**src/rtl/ptl_pkg.sv**
```systemverilog
package ptl_pkg;

  localparam int unsigned CAPACITY = 64;

  // Fixed field widths of the stream items.
  localparam int unsigned CMD_W   = 3;
  localparam int unsigned POS_W   = 7;
  localparam int unsigned ROW_W   = 16;
  localparam int unsigned COL_W   = 16;
  localparam int unsigned VAL_W   = 32;
  localparam int unsigned COUNT_W = 7;

  localparam int unsigned ENTRY_W = ROW_W + COL_W + VAL_W;
  localparam int unsigned IN_W    = CMD_W + POS_W + ENTRY_W;
  localparam int unsigned OUT_W   = 1 + ENTRY_W + COUNT_W + 2;
  localparam int unsigned IN_TDATA_W  = ((IN_W + 7) / 8) * 8;
  localparam int unsigned OUT_TDATA_W = ((OUT_W + 7) / 8) * 8;

  // Entry count register and a common width for position compares.
  localparam int unsigned CNT_W = $clog2(CAPACITY + 1);
  localparam int unsigned CMP_W = ((CNT_W > POS_W) ? CNT_W : POS_W) + 1;

  // Read-out reduction: cells are ORed in groups, then the groups are ORed.
  localparam int unsigned GRP_N   = 8;
  localparam int unsigned NUM_GRP = (CAPACITY + GRP_N - 1) / GRP_N;

  typedef enum logic [CMD_W-1:0] {
    CMD_INSERT  = 3'd0,
    CMD_DELETE  = 3'd1,
    CMD_READ    = 3'd2,
    CMD_REPLACE = 3'd3,
    CMD_CLEAR   = 3'd4
  } cmd_e;

  typedef enum logic [1:0] {
    ST_IDLE,
    ST_GATHER,
    ST_REDUCE
  } state_e;

  typedef struct packed {
    logic take_left;
    logic take_right;
    logic load_in;
    logic capture;
    logic select;
  } cell_ctrl_t;

endpackage

```
**src/rtl/ptl_or_group.sv**
```systemverilog
module ptl_or_group (
  input  logic                        clk_i,
  input  logic                        load_i,
  input  logic [ptl_pkg::ENTRY_W-1:0] data_i [ptl_pkg::GRP_N],
  output logic [ptl_pkg::ENTRY_W-1:0] data_o
);

  logic [ptl_pkg::ENTRY_W-1:0] acc_q, acc_d;
  logic [ptl_pkg::ENTRY_W-1:0] sum;

  always_comb begin
    sum = '0;
    for (int unsigned k = 0; k < ptl_pkg::GRP_N; k++) begin
      sum = sum | data_i[k];
    end
    acc_d = load_i ? sum : acc_q;
  end

  always_ff @(posedge clk_i) begin
    acc_q <= acc_d;
  end

  assign data_o = acc_q;

endmodule

```
**config.mk**
```make
export PLATFORM = sky130hd
export DESIGN_NAME = ptl_or_group
export DESIGN_NICKNAME = d
export VERILOG_FILES = /design/src/rtl/ptl_pkg.sv /design/src/rtl/ptl_or_group.sv
export SDC_FILE = /design/constraint.sdc
export NUM_CORES = 1
export LEC_CHECK = 0
export BUFFER_PORTS_ARGS = -buffer_cell sky130_fd_sc_hd__buf_2
export CELL_PAD_IN_SITES_DETAIL_PLACEMENT = 0
export CELL_PAD_IN_SITES_GLOBAL_PLACEMENT = 2
export CORE_AREA = 4 4 224 226
export DETAILED_ROUTE_END_ITERATION = 10
export DIE_AREA = 0 0 228 230
export PLACE_DENSITY_LB_ADDON = 0.1
export SLEW_MARGIN = 5
export SYNTH_ARGS = -nofsm -noshare
export SYNTH_HDL_FRONTEND = slang
export SYNTH_SLANG_ARGS = --single-unit
```
**constraint.sdc**
```tcl
create_clock -name clk_i -period 0.8 [get_ports clk_i]
set_input_delay 0.08 -clock clk_i [delete_from_list [all_inputs] [get_ports clk_i]]
set_output_delay 0.08 -clock clk_i [all_outputs]
set_load 0.02 [all_outputs]
```
Word level (Yosys, flattened, before mapping)
Index checks and enable logic that the tools add are counted.
- bitwise operators: 7
- operators by type and width (operator ; number):
    64-bit bitwise OR ; 7
- output and inout port bits: 64
- input port bits: 514
- bits in registers: 64

Logic depth before layout (Yosys ltp)
- depth after elaboration: 7
- gate-level depth with buffers: 2
- mapped depth without buffers: 2

Least setup slack after synthesis
No wires, ideal clock.
- path type: input to register
- start point: input port data_i[384] (netlist name)
- end point: register acc_q, in the netlist data_o[0] (data pin)
- data required time: 537 ps
- library setup time: 263 ps
- setup slack: 151 ps
- stages on the path: 2
- buffers on the path: 0
- arrival: 386 ps
- cell sequence: nor4_1 -> nand2_1
- cells in the longest elaborated chain, start to end: 7
- ends and longest elaborated chain (what ; line ; RTL):
    start, declared ; ptl_or_group.sv:4 ; input logic [ptl_pkg::ENTRY_W-1:0] data_i [ptl_pkg::GRP_N],
    64-bit bitwise OR (7 in series) ; ptl_or_group.sv:14 ; sum = sum | data_i[k];
    via sum (one bit) ; ptl_or_group.sv:9 ; logic [ptl_pkg::ENTRY_W-1:0] sum;
    end signal, assigned ; ptl_or_group.sv:20 ; acc_q <= acc_d;
    end, declared ; ptl_or_group.sv:8 ; logic [ptl_pkg::ENTRY_W-1:0] acc_q, acc_d;
The timed path passes the listed nets, and every way through them passes these cells.
A chain may end at the register's enable or synchronous reset.

Final worst setup path
- start point: register acc_q, in the netlist data_o[59]
- end point: output port data_o[59] (netlist name)
- RTL lines (what ; line ; RTL):
    end, declared ; ptl_or_group.sv:5 ; output logic [ptl_pkg::ENTRY_W-1:0] data_o
No word-level cell between the ends.

==> qor.yml <==
worst_pin_slew_ns: 0.4470
max-vdd-ir-drop_mv: 0.6565
grt_pass1_wl_um: 32840
synth_cell_types: 3
top_usage_layer: "met2"
fmax_ghz: 0.9819
postLayoutCoreUtil_pct: 15.28
synth_simple_gate_area_share_pct: 35.14
viasPerCell: 3.114
crit_arrival_ns: 0.94
synth_top_family_by_area: "simple AND/OR/NAND/NOR gates"
layout_commonest_cell: "buf_2"
required_ns: 0.72
cts_max_path_buffers: 2
clock_sinks: 64
antenna_left: 0
gr-total-overflow: 0
path_class: "register to primary output"
ys_seq_area_share_pct: 64.86
min_path_type: "primary input to register"
cpPeakStageDelay_ns: 0.43
drtIter0Drc: 63
synthToLayoutAreaGrowth_pct: 149.2
status: "finished with violations"
grtUsageTotal_pct: 8.712
setup-violations-final: 64
fin_hold_ws_ns: -0.02139
nFillCells: 5527
dr_total_vias: 4625
syn_area_um2: 2963
wl_per_cell_um: 16.08
relSlewSlack_pct: 69.93
drive_gt1_share_pct: 69.88
critPathLaunchType: "register"
maxSlewViolCount: 0
drc: 0
nNetsFinal: 1369
met3_usage_pct: 4.125
grt_setup_unrepaired: "yes"
crit_path_end_kind: "primary output"
avgSynthCellArea_um2: 11.57
die_y_um: 230
synth-compound-area-share_pct: 0
ys_ff_latch: 64
core-area_um2: 48340
wl_um: 23890
cts_buffers: 9
critPathSlowestCell: "edfxtp_1"
met2_usage_pct: 18.26
synth_fa_ha_area_share_pct: 0
post-route-period-util_pct: 127.3
io_buffers: 577
clkTransAtPathRegs_ns: 0.06
violations: "negative hold slack, negative setup slack"
crit_family: "flip-flops"
gp_congestion: 0.8245
post-dp-hpwl_um: 21590
yosys_warnings: 0
min_to: "data_o[10]$_DFFE_PP_"
synth_xor_area_share_pct: 0
post_cts_buffers: 0
grt_max_degree: 34
cts_tree: "yes"
root_buffer: "clkbuf_16"
first_pass_iters: 4
synthCells: 256
cts_max_level: 3
final_cell_mix: "515 x buf_2, 128 x nor4_1, 64 x nand2_1, 64 x edfxtp_1, 61 x buf_6"
crit_buf_inv: 1
hp-start: "data_i[10]"
finalWorstSetupSlack_ns: -0.2184
rows: 81
largest_reg_flops: 64
crit_chain: "buf_6"
start_util_pct: 6.129
fin_crit_ns: 1.018
die_w_um: 228
synth_mux_area_share_pct: 0
cp_max_fo: 1
grt_pass1_vias: 5221
timing.final.hold_violations: 31
use_met1_pct: 6.716
power.density_nw_per_um2: 1323
worstHoldPathCells: 3
die_area_um2: 52440
antenna_found_initial: 4
leakage_nw: 3.313
syn_nets: 770
drv_cap: 0
io_pins: 578
[layer usage]
layer	routed length [um]	share of wire, %
met1	6872	29
met3	2521	11
met4	479	2.0
met2	14000	59
met5	10	0.042
[cells by family (layout without fill, tap and decap cells)]
group / Yosys count / count (layout)
and+or+nand+nor: 192 / 192
DFF: 64 / 64
buffers and inverters: 0 / 604
other: 0 / 3
[worst max path at each step]
stage | cells after the start | from | to | slack (ns)
after global routing | 1 | data_o[59]$_DFFE_PP_ | data_o[59] | -0.27
after detailed placement | 4 | data_i[212] | data_o[20]$_DFFE_PP_ | -0.28
after CTS | 1 | data_o[59]$_DFFE_PP_ | data_o[59] | -0.27
final | 1 | data_o[59]$_DFFE_PP_ | data_o[59] | -0.22
after floorplan | 2 | data_i[384] | data_o[0]$_DFFE_PP_ | 0.15
after global placement | 4 | data_i[244] | data_o[52]$_DFFE_PP_ | -0.31
[cells in the mapped netlist]
cell / n / share of area (%)
edfxtp_1: 64 / 65
nand2_1: 64 / 8.1
nor4_1: 128 / 27
[through the flow]
step	total power, mW	setup TNS (ns)	worst slack, ns	area [um2]	cells
floorplan	4.333	0	0.1513	2963	256
global placement	6.016	-7.032	-0.3109	6739	1466
detailed placement	5.998	-6.160	-0.2763	6739	1466
CTS	10.17	-13.16	-0.2713	7289	1482
global route	10.45	-13.42	-0.2660	7382	1484
finish	9.773	-9.935	-0.2184	7385	1485
[power breakdown]
group / switching [mW] / total [mW] / internal (mW)
registers: 0.0764 / 3.93 / 3.86
clock network: 1.61 / 3.67 / 2.07
logic: 0.879 / 2.17 / 1.29
total: 2.56 / 9.77 / 7.21
[repair_timing]
action | CTS | global route
endpoints found under the setup margin | 64 | 64
hold endpoints to repair | 61 | 46
gates resized for setup | 94 | 31
[final cells by class]
type | count | area (um2) | area share (%)
Clock inverter | 5 | 23.77 | 0.3219
Timing Repair Buffer | 588 | 3379 | 45.76
Antenna cell | 3 | 7.507 | 0.1017
Tap cell | 622 | 778.2 | 10.54
Sequential cell | 64 | 1922 | 26.03
Clock buffer | 11 | 232.7 | 3.151
Multi-Input combinational cell | 192 | 1041 | 14.10
(Power assumes the default switching activity.)
