<file path="config.mk">
export PLATFORM = sky130hd
export DESIGN_NAME = ptl_cell
export DESIGN_NICKNAME = d
export VERILOG_FILES = /design/src/rtl/ptl_pkg.sv /design/src/rtl/ptl_cell.sv
export SDC_FILE = /design/constraint.sdc
export NUM_CORES = 1
export LEC_CHECK = 0
export ABC_AREA = 0
export BUFFER_PORTS_ARGS = -buffer_cell sky130_fd_sc_hd__buf_2
export CORE_AREA = 2 2 127 129
export CTS_CLUSTER_DIAMETER = 60
export DETAILED_ROUTE_END_ITERATION = 8
export DIE_AREA = 0 0 129 131
export GPL_TIMING_DRIVEN = 1
export PLACE_DENSITY = 0.67
export SYNTH_ARGS = -nofsm -noshare
export SYNTH_HDL_FRONTEND = slang
export SYNTH_SLANG_ARGS = --single-unit
export TNS_END_PERCENT = 20
</file>
<file path="constraint.sdc">
create_clock -name clk_i -period 7.2 [get_ports clk_i]
set_input_delay 1.44 -clock clk_i [delete_from_list [all_inputs] [get_ports clk_i]]
set_output_delay 1.44 -clock clk_i [all_outputs]
set_load 0.1 [all_outputs]
</file>
<file path="src/rtl/ptl_pkg.sv">
package ptl_pkg;

  localparam int unsigned CAPACITY = 64;

  // Fixed field widths of the stream items.
  localparam int unsigned CMD_W   = 3;
  localparam int unsigned POS_W   = 7;
  localparam int unsigned ROW_W   = 16;
  localparam int unsigned COL_W   = 16;
  localparam int unsigned VAL_W   = 32;
  localparam int unsigned COUNT_W = 7;

  localparam int unsigned ENTRY_W = ROW_W + COL_W + VAL_W;
  localparam int unsigned IN_W    = CMD_W + POS_W + ENTRY_W;
  localparam int unsigned OUT_W   = 1 + ENTRY_W + COUNT_W + 2;
  localparam int unsigned IN_TDATA_W  = ((IN_W + 7) / 8) * 8;
  localparam int unsigned OUT_TDATA_W = ((OUT_W + 7) / 8) * 8;

  // Entry count register and a common width for position compares.
  localparam int unsigned CNT_W = $clog2(CAPACITY + 1);
  localparam int unsigned CMP_W = ((CNT_W > POS_W) ? CNT_W : POS_W) + 1;

  // Read-out reduction: cells are ORed in groups, then the groups are ORed.
  localparam int unsigned GRP_N   = 8;
  localparam int unsigned NUM_GRP = (CAPACITY + GRP_N - 1) / GRP_N;

  typedef enum logic [CMD_W-1:0] {
    CMD_INSERT  = 3'd0,
    CMD_DELETE  = 3'd1,
    CMD_READ    = 3'd2,
    CMD_REPLACE = 3'd3,
    CMD_CLEAR   = 3'd4
  } cmd_e;

  typedef enum logic [1:0] {
    ST_IDLE,
    ST_GATHER,
    ST_REDUCE
  } state_e;

  typedef struct packed {
    logic take_left;
    logic take_right;
    logic load_in;
    logic capture;
    logic select;
  } cell_ctrl_t;

endpackage

</file>
<file path="src/rtl/ptl_cell.sv">
module ptl_cell (
  input  logic                        clk_i,
  input  ptl_pkg::cell_ctrl_t         ctrl_i,
  input  logic [ptl_pkg::ENTRY_W-1:0] left_i,
  input  logic [ptl_pkg::ENTRY_W-1:0] right_i,
  input  logic [ptl_pkg::ENTRY_W-1:0] new_i,
  output logic [ptl_pkg::ENTRY_W-1:0] entry_o,
  output logic [ptl_pkg::ENTRY_W-1:0] masked_o
);

  logic [ptl_pkg::ENTRY_W-1:0] entry_q, entry_d;
  logic [ptl_pkg::ENTRY_W-1:0] masked_q, masked_d;

  always_comb begin
    entry_d = entry_q;
    if (ctrl_i.load_in) begin
      entry_d = new_i;
    end else if (ctrl_i.take_left) begin
      entry_d = left_i;
    end else if (ctrl_i.take_right) begin
      entry_d = right_i;
    end
  end

  // The old contents are captured before any shift lands on this cell.
  always_comb begin
    masked_d = masked_q;
    if (ctrl_i.capture) begin
      masked_d = ctrl_i.select ? entry_q : '0;
    end
  end

  always_ff @(posedge clk_i) begin
    entry_q  <= entry_d;
    masked_q <= masked_d;
  end

  assign entry_o  = entry_q;
  assign masked_o = masked_q;

endmodule

</file>
Word-level counts from Yosys, hierarchy flattened
Cells that the tools add are included.
{"block": "totals", "register_bits": 128, "latch_bits": 0, "ramBits": 0, "rom_bits": 0, "out_inout_bits": 128, "mem_count": 0}
{"block": "op_classes", "addsub": 0, "n_mul": 0, "div_mod_pow": 0, "n_lt_le_gt_ge": 0, "eq_ne": 0, "shifts": 0, "muxes": 3, "bitwise_logic": 0, "reduce_logical": 1}
{"op": "$mux W64", "count": 3}
{"op": "$reduce_bool A3 Y1", "count": 1}

Longest topological paths before layout
{"block": "depth", "word_depth": 3, "mapped_depth": 4, "depth_no_buf": 2}

Worst setup path after synthesis
No wires, ideal clock.
{"block": "synth_path", "kind": "input -> register", "startpoint": "input ctrl_i[2] (netlist bit)", "endpoint": "register entry_q (netlist bit entry_o[0]), enable pin", "setup_time_ps": 425, "arrival_ps": 3040, "required_time_ps": 6775, "slack_ps": 3735, "path_stages": 2, "path_cell_list": "buf_2 -> or3_1"}
{"block": "synth_between", "elab_chain_cells": 1}
{"item": "start, declared", "line": "ptl_cell.sv:3", "text": "input ptl_pkg::cell_ctrl_t ctrl_i,"}
{"item": "$reduce_bool A3 Y1 (no line)"}
{"item": "end signal, assigned", "line": "ptl_cell.sv:34", "text": "entry_q <= entry_d;"}
{"item": "end, declared", "line": "ptl_cell.sv:11", "text": "logic [ptl_pkg::ENTRY_W-1:0] entry_q, entry_d;"}
Every way passes these cells.
A chain may end at the register's enable or synchronous reset.

Worst setup path in the final report
{"block": "layout_path", "startpoint": "input ctrl_i[4] (netlist bit)", "endpoint": "register entry_q (netlist bit entry_o[15]) (data pin)"}
{"block": "layout_between", "elab_chain_cells": 2}
{"item": "$mux W64", "line": "ptl_cell.sv:18", "text": "end else if (ctrl_i.take_left) begin"}
{"item": "$mux W64", "line": "ptl_cell.sv:16", "text": "if (ctrl_i.load_in) begin"}
{"item": "named net entry_d (one bit)", "line": "ptl_cell.sv:11"}
The timed path passes the listed nets, and every way through them passes these cells.

==> impl_metrics.tcl <==
set metrics [dict create \
    finalSetupTns_ns 0 \
    crit_fanout 48 \
    avgRoutedWirePerCell_um 15.8 \
    post_cts_buffers 0 \
    rr_worst_depth 1 \
    overflow 0 \
    clock_path_buffers 2 \
    ys_ff_latch 128 \
    maxCapViolations 0 \
    async_reset_ff_share_pct 0 \
    rsz0062_at_grt "no" \
    syn_area_per_cell_sq_um 13.6 \
    end_kind "flip-flop" \
    synth_edf_count 128 \
    drive_above_1_share_pct 47.6 \
    hp-start "entry_o[47]" \
    finalSetupViolations 0 \
    antenna_found_initial 0 \
    min_period_ns 2.77 \
    synthCells 412 \
    min_path_type "flip-flop to flip-flop" \
    die_height_um 131 \
    grt_pass1_vias 4250 \
    hold_viol 0 \
    syn_nets 610 \
    gp_congestion 0.862 \
    tightest_slew_ns 0.909 \
    clk_pin_slew_ns 0.05 \
    clock.fmax_ghz 0.360 \
    clk_latency_ns 0.41 \
    fin_nets 931 \
    synth_commonest_cells "edfxtp_1 (128), and2_1 (64), mux2i_1 (64), nand2_1 (64), o21ai_1 (64)" \
    p_sw_share_pct 37.6 \
    combPwrFrac_pct 29.6 \
    synth_top_area_cell "edfxtp_1" \
    outcome "finished, final reports clean" \
    skew_ns 0.00686 \
    vias 4372 \
    grt_max_degree 89 \
    min_period_over_period_pct 38.5 \
    syn_to_final_growth_pct 40.9 \
    pwr-share-clk_pct 32.2 \
    hold_depth 1 \
    rr_endpoint "masked_o[62]" \
    p_per_area_mw_per_mm2 309 \
    grt_pass1_wl_mm 21.6 \
    syn_area_sq_mm 0.00562 \
    post_cts_resized 0 \
    ios 326 \
    max_slew_margin_pct 39.4 \
    cts_tree "done" \
    hold_end "masked_o[47]" \
    cts_buffers 17 \
    synth_ff_type "edfxtp_1" \
    grt.total_usage_pct 17.1 \
    dr.first_iter.drc_count 198 \
    synth.distinct_cells 11 \
    p_sw_uw 918 \
    ant_nets 0 \
    arrival_ns 2.90 \
    die_area_sq_mm 0.0169 \
    drc 0 \
    final-max-slew-violation-count 0 \
    leakagePower_nw 3.71 \
    numPortBuffers 325 \
    core_sq_mm 0.0156 \
    yosysWarnings 0 \
    cts_root_buffer "clkbuf_16" \
    dpl_worst_slack_ns 4.01 \
    synth_area_leaders "edfxtp_1 (68%), mux2i_1 (11%), and2_1 (7.1%)" \
    r2r_start "entry_o[62]" \
    synth_top_cell_area_share_pct 68.4 \
    yosysMostFrequentCell "edfxtp_1" \
    hpwl_mm 11.2 \
    crit_required_ns 7.33 \
    fin_ws_ns 4.43 \
    die_w_um 129 \
    drt_first_pass_iters 4 \
    totalWireLength_mm 15.1 \
    ir_drop_v 0.000151 \
    crit_path_start_kind "primary input" \
    yosysSeqAreaShare_pct 68.4 \
    viasPerCell 4.56 \
    cts.sinks 128 \
    power_frac_seq_pct 38.2 \
    h-tree-depth 4 \
    internal-power_mw 1.52 \
    start_util_pct 36.0 \
    regToRegSetupSlack_ns 6.32 \
    ctsHoldBuffers 0 \
    rows 46 \
    insertedDiodeCount 0 \
    crit_type "primary input to flip-flop" \
    hold_slack_ns 0.548 \
]
cells in the final DEF, fill, tap and decap left out:
| cell type | instances |
|---|---|
| clkbuf_1 | 2 |
| mux2i_1 | 64 |
| buf_2 | 323 |
| and2_1 | 64 |
| bufinv_16 | 2 |
| or3_2 | 1 |
| buf_4 | 6 |
| clkinvlp_4 | 2 |
| clkinv_2 | 2 |
| clkbuf_16 | 17 |
| clkinv_1 | 3 |
| o21ai_1 | 64 |
| nand2_1 | 64 |
| edfxtp_1 | 128 |
cells by family after synthesis:
| logic type | synth area share [%] |
|---|---|
| compound gates | 5.70 |
| mux | 11.4 |
| buf+inv | 2.94 |
| simple gates | 11.5 |
| flops | 68.4 |
worst max-delay path by stage:
stage,start,end,slack (ns),cells past startpoint
5_1_grt,ctrl_i[4],entry_o[15],4.39,4
6_report,ctrl_i[4],entry_o[15],4.43,4
4_1_cts,entry_o[62],entry_o[62],4.44,1
3_5_place_dp,ctrl_i[4],entry_o[15],4.01,4
2_1_floorplan,ctrl_i[2],entry_o[0],3.74,2
3_3_place_gp,ctrl_i[4],entry_o[42],4.10,4
power by group through the flow:
stage          combinational (mW)  sequential [mW]  clock, mW
6_report                    0.723            0.932      0.787
4_1_cts                     0.728            0.933      0.801
2_1_floorplan              0.0879             1.44          0
5_1_grt                     0.749            0.940      0.831
3_5_place_dp                0.728            0.948          0
3_3_place_gp                0.721            0.946          0
stage by stage:
step	util, %	instance area, sq um	cells	total power [mW]
floorplan	-	5620	412	1.52
global placement	47.3	7380	930	1.67
detailed placement	47.3	7380	930	1.68
CTS	50.7	7910	958	2.46
global route	50.7	7910	958	2.52
finish	50.7	7910	958	2.44
sequential cells by signal, indices dropped and copies added, names as in the netlist:
signal,cells
masked_o,64
entry_o,64
worst max-delay path, stage by stage:
cell,delay [ns]
buf_4,0.28
buf_4,0.69
mux2i_1,0.30
o21ai_1,0.09
final cells by class:
cell class	count	area, sq um
Clock buffer	19	433
Fill cell	1395	7680
Tap cell	216	270
Timing Repair Buffer	329	1660
Sequential cell	128	3840
Multi-Input combinational cell	257	1610
Clock inverter	9	96.3
metal layers:
layer | wire (um) | GRT usage (%)
met1 | 5840 | 19.5
met2 | 7930 | 30.0
met3 | 989 | 4.85
met4 | 372 | 8.06
met5 | 0 | 0
Power figures use the tool's default switching activity.
